<file path="config.mk">
export PLATFORM = sky130hd
export DESIGN_NAME = hgs_ctrl
export DESIGN_NICKNAME = d
export VERILOG_FILES = /design/src/hw/rtl/hgs_pkg.sv /design/src/hw/rtl/hgs_ctrl.sv
export SDC_FILE = /design/constraint.sdc
export NUM_CORES = 1
export LEC_CHECK = 0
export BUFFER_PORTS_ARGS = -buffer_cell sky130_fd_sc_hd__buf_2
export CORE_MARGIN = 2
export CORE_UTILIZATION = 38
export CTS_CLUSTER_SIZE = 24
export DETAILED_ROUTE_END_ITERATION = 7
export PLACE_DENSITY_LB_ADDON = 0.1
export RECOVER_POWER = 50
export SYNTH_ARGS = -nofsm -noshare
export SYNTH_HDL_FRONTEND = slang
export SYNTH_SLANG_ARGS = --single-unit
</file>
<file path="constraint.sdc">
create_clock -name aclk -period 3.6 [get_ports aclk]
set_clock_uncertainty 0.2 [all_clocks]
set_input_delay 0.36 -clock aclk [delete_from_list [all_inputs] [get_ports aclk]]
set_output_delay 0.36 -clock aclk [all_outputs]
set_load 0.03 [all_outputs]
</file>
<file path="src/hw/rtl/hgs_pkg.sv">
// shared types and constants of the height grid box smoother
package hgs_pkg;

    localparam int DEF_MAX_SIDE = 64;
    localparam int HEIGHT_W     = 16;
    localparam int SUM_W        = 20;
    localparam int CNT_W        = 4;

    localparam logic [1:0] OP_WRITE = 2'd0;
    localparam logic [1:0] OP_RUN   = 2'd1;
    localparam logic [1:0] OP_READ  = 2'd2;

    localparam logic [1:0] KIND_WRITE = 2'd0;
    localparam logic [1:0] KIND_DONE  = 2'd1;
    localparam logic [1:0] KIND_READ  = 2'd2;

    localparam logic REG_GRID_SIDE  = 1'b0;
    localparam logic REG_PASS_COUNT = 1'b1;

    localparam logic [6:0] GRID_SIDE_RESET  = 7'd17;
    localparam logic [2:0] PASS_COUNT_RESET = 3'd2;

    typedef struct packed {
        logic             in_load;
        logic             st_rd;
        logic             st_wr;
        logic             st_wr_sel;
        logic             sn_rd;
        logic             sn_wr;
        logic             acc_clr;
        logic             acc_add;
        logic             div_start;
        logic [CNT_W-1:0] div_cnt;
        logic             out_load;
        logic [1:0]       out_kind;
        logic             out_rd;
    } cmd_t;

    typedef struct packed {
        logic div_busy;
        logic out_free;
    } sts_t;

endpackage

</file>
<file path="src/hw/rtl/hgs_ctrl.sv">
// controller: item sequencing, grid sweeps and configuration registers
module hgs_ctrl #(
    parameter int MAX_SIDE = hgs_pkg::DEF_MAX_SIDE,
    parameter int IW       = $clog2(MAX_SIDE),
    parameter int AW       = 2 * IW
) (
    input  logic          aclk,
    input  logic          aresetn,
    input  logic          s_valid,
    output logic          s_ready,
    input  logic [1:0]    s_operation,
    input  logic [5:0]    s_row,
    input  logic [5:0]    s_col,
    input  logic          cfg_valid,
    output logic          cfg_ready,
    input  logic          cfg_index,
    input  logic [6:0]    cfg_data,
    output hgs_pkg::cmd_t cmd,
    input  hgs_pkg::sts_t sts,
    output logic [AW-1:0] st_addr,
    output logic [AW-1:0] sn_addr
);
    import hgs_pkg::*;

    localparam int SW = $clog2(MAX_SIDE + 1);
    localparam int CW = (SW > 7) ? SW : 7;

    localparam logic [3:0] S_IDLE     = 4'd0;
    localparam logic [3:0] S_DISP     = 4'd1;
    localparam logic [3:0] S_RESP     = 4'd2;
    localparam logic [3:0] S_COPY_RD  = 4'd3;
    localparam logic [3:0] S_COPY_WR  = 4'd4;
    localparam logic [3:0] S_CELL     = 4'd5;
    localparam logic [3:0] S_NB_RD    = 4'd6;
    localparam logic [3:0] S_NB_ACC   = 4'd7;
    localparam logic [3:0] S_DIV_GO   = 4'd8;
    localparam logic [3:0] S_DIV_WAIT = 4'd9;

    logic [3:0]    state_reg, state_next;
    logic [1:0]    op_reg;
    logic [5:0]    row_reg, col_reg;
    logic [6:0]    grid_side_reg;
    logic [2:0]    pass_count_reg;
    logic [2:0]    pass_reg, pass_next;
    logic [IW-1:0] i_reg, i_next, j_reg, j_next;
    logic [IW-1:0] ni_reg, ni_next, nj_reg, nj_next;
    logic [1:0]    kind_reg, kind_next;
    logic          rd_reg, rd_next;

    logic [CW-1:0] side;
    logic          on_grid, last_j, last_i, last_pass;
    logic [IW-1:0] r0, r1, c0, c1;
    logic [1:0]    nr, nc;

    assign side   = (CW'(grid_side_reg) > CW'(MAX_SIDE)) ? CW'(MAX_SIDE)
                                                         : CW'(grid_side_reg);
    assign on_grid = (CW'(row_reg) < side) && (CW'(col_reg) < side);
    assign last_j = (CW'(j_reg) + 1'b1) == side;
    assign last_i = (CW'(i_reg) + 1'b1) == side;
    assign last_pass = ({1'b0, pass_reg} + 1'b1) == {1'b0, pass_count_reg};

    // neighborhood bounds clipped at the grid edges
    assign r0 = (i_reg != '0) ? i_reg - 1'b1 : i_reg;
    assign r1 = ((CW'(i_reg) + 1'b1) < side) ? i_reg + 1'b1 : i_reg;
    assign c0 = (j_reg != '0) ? j_reg - 1'b1 : j_reg;
    assign c1 = ((CW'(j_reg) + 1'b1) < side) ? j_reg + 1'b1 : j_reg;
    assign nr = 2'(r1 - r0) + 2'd1;
    assign nc = 2'(c1 - c0) + 2'd1;

    assign s_ready   = (state_reg == S_IDLE);
    assign cfg_ready = 1'b1;

    always_ff @(posedge aclk) begin
        if (!aresetn) begin
            grid_side_reg  <= GRID_SIDE_RESET;
            pass_count_reg <= PASS_COUNT_RESET;
        end else if (cfg_valid) begin
            case (cfg_index)
                REG_GRID_SIDE:  grid_side_reg  <= cfg_data;
                REG_PASS_COUNT: pass_count_reg <= cfg_data[2:0];
                default:        ;
            endcase
        end
        if (s_valid && s_ready) begin
            op_reg  <= s_operation;
            row_reg <= s_row;
            col_reg <= s_col;
        end
    end

    always_comb begin
        state_next = state_reg;
        pass_next  = pass_reg;
        i_next     = i_reg;
        j_next     = j_reg;
        ni_next    = ni_reg;
        nj_next    = nj_reg;
        kind_next  = kind_reg;
        rd_next    = rd_reg;
        cmd        = '0;
        st_addr    = {i_reg, j_reg};
        sn_addr    = {i_reg, j_reg};
        case (state_reg)
            S_IDLE: begin
                if (s_valid) begin
                    cmd.in_load = 1'b1;
                    state_next  = S_DISP;
                end
            end
            S_DISP: begin
                st_addr    = {IW'(row_reg), IW'(col_reg)};
                state_next = S_RESP;
                rd_next    = 1'b0;
                case (op_reg)
                    OP_WRITE: begin
                        cmd.st_wr = on_grid;
                        kind_next = KIND_WRITE;
                    end
                    OP_READ: begin
                        cmd.st_rd = on_grid;
                        rd_next   = on_grid;
                        kind_next = KIND_READ;
                    end
                    OP_RUN: begin
                        kind_next = KIND_DONE;
                        pass_next = '0;
                        i_next    = '0;
                        j_next    = '0;
                        if (pass_count_reg != '0 && side != '0) begin
                            state_next = S_COPY_RD;
                        end
                    end
                    default: kind_next = KIND_WRITE;
                endcase
            end
            S_RESP: begin
                if (sts.out_free) begin
                    cmd.out_load = 1'b1;
                    cmd.out_kind = kind_reg;
                    cmd.out_rd   = rd_reg;
                    state_next   = S_IDLE;
                end
            end
            S_COPY_RD: begin
                cmd.st_rd  = 1'b1;
                state_next = S_COPY_WR;
            end
            S_COPY_WR: begin
                cmd.sn_wr  = 1'b1;
                state_next = S_COPY_RD;
                if (last_j) begin
                    j_next = '0;
                    if (last_i) begin
                        i_next     = '0;
                        state_next = S_CELL;
                    end else begin
                        i_next = i_reg + 1'b1;
                    end
                end else begin
                    j_next = j_reg + 1'b1;
                end
            end
            S_CELL: begin
                cmd.acc_clr = 1'b1;
                ni_next     = r0;
                nj_next     = c0;
                state_next  = S_NB_RD;
            end
            S_NB_RD: begin
                sn_addr    = {ni_reg, nj_reg};
                cmd.sn_rd  = 1'b1;
                state_next = S_NB_ACC;
            end
            S_NB_ACC: begin
                cmd.acc_add = 1'b1;
                state_next  = S_NB_RD;
                if (nj_reg != c1) begin
                    nj_next = nj_reg + 1'b1;
                end else if (ni_reg != r1) begin
                    ni_next = ni_reg + 1'b1;
                    nj_next = c0;
                end else begin
                    state_next = S_DIV_GO;
                end
            end
            S_DIV_GO: begin
                cmd.div_start = 1'b1;
                cmd.div_cnt   = CNT_W'(nr) * CNT_W'(nc);
                state_next    = S_DIV_WAIT;
            end
            S_DIV_WAIT: begin
                if (!sts.div_busy) begin
                    cmd.st_wr     = 1'b1;
                    cmd.st_wr_sel = 1'b1;
                    state_next    = S_CELL;
                    if (last_j) begin
                        j_next = '0;
                        if (last_i) begin
                            i_next = '0;
                            if (last_pass) begin
                                state_next = S_RESP;
                            end else begin
                                pass_next  = pass_reg + 1'b1;
                                state_next = S_COPY_RD;
                            end
                        end else begin
                            i_next = i_reg + 1'b1;
                        end
                    end else begin
                        j_next = j_reg + 1'b1;
                    end
                end
            end
            default: state_next = S_IDLE;
        endcase
    end

    always_ff @(posedge aclk) begin
        if (!aresetn) begin
            state_reg <= S_IDLE;
        end else begin
            state_reg <= state_next;
        end
        pass_reg <= pass_next;
        i_reg    <= i_next;
        j_reg    <= j_next;
        ni_reg   <= ni_next;
        nj_reg   <= nj_next;
        kind_reg <= kind_next;
        rd_reg   <= rd_next;
    end

endmodule

</file>
==> summary.md <==
Outcome
- **result of the run** complete, but fails checks
- **violated checks** setup timing

CTS
- **cell at the root of the clock tree** clkbuf_16
- **sinks on the clock net** 58
- **clock slew at the register clock pins of the worst setup and hold paths** 0.06 ns
- **TritonCTS clock tree** done
- **clock latency on the worst-skew pair** 0.34 ns
- **CTS Buf Count** 9
- **buffer levels on the longest clock path** 2
- **H-tree depth reported by CTS** 3

Synth
- **cell type with the largest total area after synthesis** edfxtp_1
- **sequential element share of the synthesized area** 0.3437
- **leading post-synthesis cells by cell area** edfxtp_1 (28%), ha_1 (9.4%), dfxtp_1 (6.0%)
- **simple logic cell fraction of the synthesized area** 0.2086
- **share of flip-flops with an asynchronous set or reset after synthesis** 0
- **multiplexer share of the synthesized area** 0.06552
- **number of storage elements in the synthesis netlist** 58
- **dominant combinational cell family by area after synthesis** simple AND/OR/NAND/NOR gates
- **share of the synthesized area in the top cell type** 0.2836
- **XOR/XNOR Fraction of Synth Area** 0.1012
- **leading post-synthesis cells by instance count** nand2_1 (61), edfxtp_1 (44), ha_1 (35)
- **Yosys warning count** 0
- **adder-cell share of the synthesized area** 0.09640
- **synthesized instance count** 504
- **most used standard cell by instance count after synthesis** nand2_1
- **number of unique standard cell types used by synthesis** 66
- **fraction of the mapped netlist area in compound gates** 0.1332
- **number of flops mapped to enable cells by yosys** 44
- **post-synth net total** 567
- **Post-Syn Area per Cell** 9.245 sq um
- **post-synthesis instance area** 4659 sq um
- **primary flip-flop cell chosen by synthesis mapping** edfxtp_1

Global route
- **remaining global-route overflow** 0
- **via count of the first global-routing pass** 3946
- **largest net degree at the start of global routing** 22
- **combined global-route utilization of all metal layers** 0.1973
- **global-route wire length before repair** 20.08 mm
- **number of antenna violations at the first check in global routing** 1

Timing
- **Max Clock Freq** 252.6 MHz
- **RSZ-0062 raised after global routing** true
- **Min Clock Period, post-route** 3.959 ns
- **number of slew-limit violations in the final report** 0
- **total of endpoints with negative setup slack in the final report** 3
- **crit path setup slack, layout** -0.3594 ns
- **fin crit share** 1.100
- **slew margin rel.** 0.3214
- **slew at the pin closest to its max-slew limit** 1.018 ns
- **final hold violations** 0

Floorplan
- **Die Outline Area** 13160 sq um
- **width of the die** 114.7 um
- **count of standard-cell rows** 40
- **vertical die dimension** 114.7 um
- **core footprint** 12010 sq um
- **initial core utilization** 0.3879
- **number of I/O pins** 71

Routing
- **Antenna Violating Nets Remaining** 0
- **iteration-0 DRC count of the detailed router** 197
- **Routed wire per std cell** 15.66 um
- **total wire length after detailed routing** 12.29 mm
- **number of detailed-route iterations in the first pass** 4
- **remaining design rule violation count** 0
- **via count** 4048
- **post-DR vias/cell** 5.157

Critical path
- **CP endpoint kind** output pin
- **type of element launching the critical path** register
- **endpoint of the worst-slack reg-to-reg timing path** nj_reg[3]
- **r2r setup slk** 0.32 ns
- **category of the most critical setup path** reg2out
- **Crit Path Max Fanout** 6
- **Worst Setup SP** j_reg[1]
- **worst reg2reg startpoint** i_reg[0]
- **Worst Reg-to-Reg Cells** 14
- **Req. time, crit path** 3.04 ns
- **Critical Path AT** 3.40 ns

Flow run
- **reported max-cap violation count** 0

Power
- **Sequential Power Share** 0.340
- **fraction of power consumed by the clock network** 0.465
- **internal power contribution** 1.701 mW
- **power share of the combinational group** 0.195
- **switching part of the total power** 0.2663
- **P_sw** 0.6172 mW
- **total power of the final layout** 2.318 mW
- **power density over the cells** 381.1 nW/um^2
- **worst supply voltage drop on vdd** 0.3323 mV
- **leakage dissipation** 2.477 nW

Placement
- **port buffer count** 69
- **sum of net half-perimeters after detailed placement** 9.525 mm
- **placer congestion estimate** 0.8700

Layout
- **share of cells above drive strength 1** 0.2904
- **synth-to-layout area growth** 30.56%
- **share of the core filled with cells in the final layout** 0.5065
- **max FFs per register** 7
- **final-layout fill cell count** 1127
- **final-stage net count** 695

Worst hold path
- **Hold Crit Endpoint** grid_side_reg[4]
- **worst hold path cell count** 3
- **worst min path class** in2reg
- **startpoint of the most critical hold path** cfg_data[4]

## worst max-delay path by stage
stage	slack, ns	endpoint	cells past startpoint
2_1_floorplan	0.005	cmd[6]	13
3_3_place_gp	-0.15	cmd[6]	15
3_5_place_dp	-0.21	cmd[6]	15
4_1_cts	-0.42	cmd[6]	15
5_1_grt	-0.54	cmd[6]	15
6_report	-0.36	cmd[6]	15
## final cells by class
class | count | area (sq um) | share of cell area
antenna | 1 | 2.502 | 0.0004114
clock buffer | 9 | 225.2 | 0.03702
clock inverter | 7 | 140.1 | 0.02304
inverter | 16 | 61.31 | 0.01008
multi-input combinational | 401 | 2927 | 0.4811
sequential | 58 | 1602 | 0.2633
tap | 147 | 183.9 | 0.03023
timing repair buffer | 146 | 942.2 | 0.1549
## through the flow
step	hold WS, ns	setup TNS (ns)	instances	setup slack [ns]	cell area, sq um
after detailed placement	0.2811	-0.2919	749	-0.2063	5474
after floorplan	0.2563	0	504	0.005451	4687
final	0.05033	-0.8778	785	-0.3594	6083
after CTS	0.03674	-1.092	781	-0.4249	6065
after global routing	0.05964	-1.423	784	-0.5392	6081
after global placement	0.2755	-0.1671	749	-0.1471	5474
## worst max-delay path: stages (launching register included)
cell and delay, ns:
edfxtp_1 0.42, ha_2 0.21, buf_4 0.15, xor2_1 0.16, ha_1 0.32, nand3b_1 0.09
a21o_1 0.18, and2_4 0.14, buf_4 0.16, o21ai_1 0.23, xor2_2 0.24, nor2_1 0.08
ha_2 0.20, ha_4 0.25, and2_4 0.12, buf_6 0.12
## kinds of logic after synthesis
| kind of cell | count (synthesis) |
|---|---|
| DFF | 58 |
| other | 1 |
| adders and majority gates | 36 |
| AOI/OAI and AO/OA | 91 |
| muxes | 28 |
| xor gates and xnor gates | 53 |
| and+or+nand+nor | 192 |
| buffers and inverters | 45 |
## routing by layer
layer	share of wire	global-route usage	vias up
met5	0	0	-
met4	0.023	0.08353	0
met3	0.038	0.03479	16
met2	0.45	0.3065	85
met1	0.49	0.2719	1905
li1	-	-	2042
## power by group through the flow
| stage | clock network (mW) | logic, mW | registers [mW] |
|---|---|---|---|
| final | 1.08 | 0.452 | 0.788 |
| after global routing | 1.13 | 0.499 | 0.793 |
| after CTS | 1.10 | 0.455 | 0.787 |
| after detailed placement | 0 | 0.424 | 0.801 |
| after global placement | 0 | 0.417 | 0.800 |
| after floorplan | 0 | 0.300 | 0.784 |
## layout by cell type (no fill, tap or decap), types with 16 or more instances in the layout
cell / count
xnor2_1: 27
ha_1: 30
nand3_1: 25
mux2_2: 16
nand2_1: 61
o21ai_0: 26
nor2_1: 30
buf_4: 56
edfxtp_1: 44
xor2_1: 19
buf_2: 58
## timing repair
item | 4_1_cts | 5_1_grt
endpoints found under the hold margin | 14 | 0
endpoints found under the setup margin | 3 | 4
hold buffers | 14 | 0
gates cloned | 0 | 0
setup buffers | 2 | 3
pin swaps | 9 | 7
gates resized for setup | 16 | 6
No activity file was read; power rests on OpenSTA's default activity.
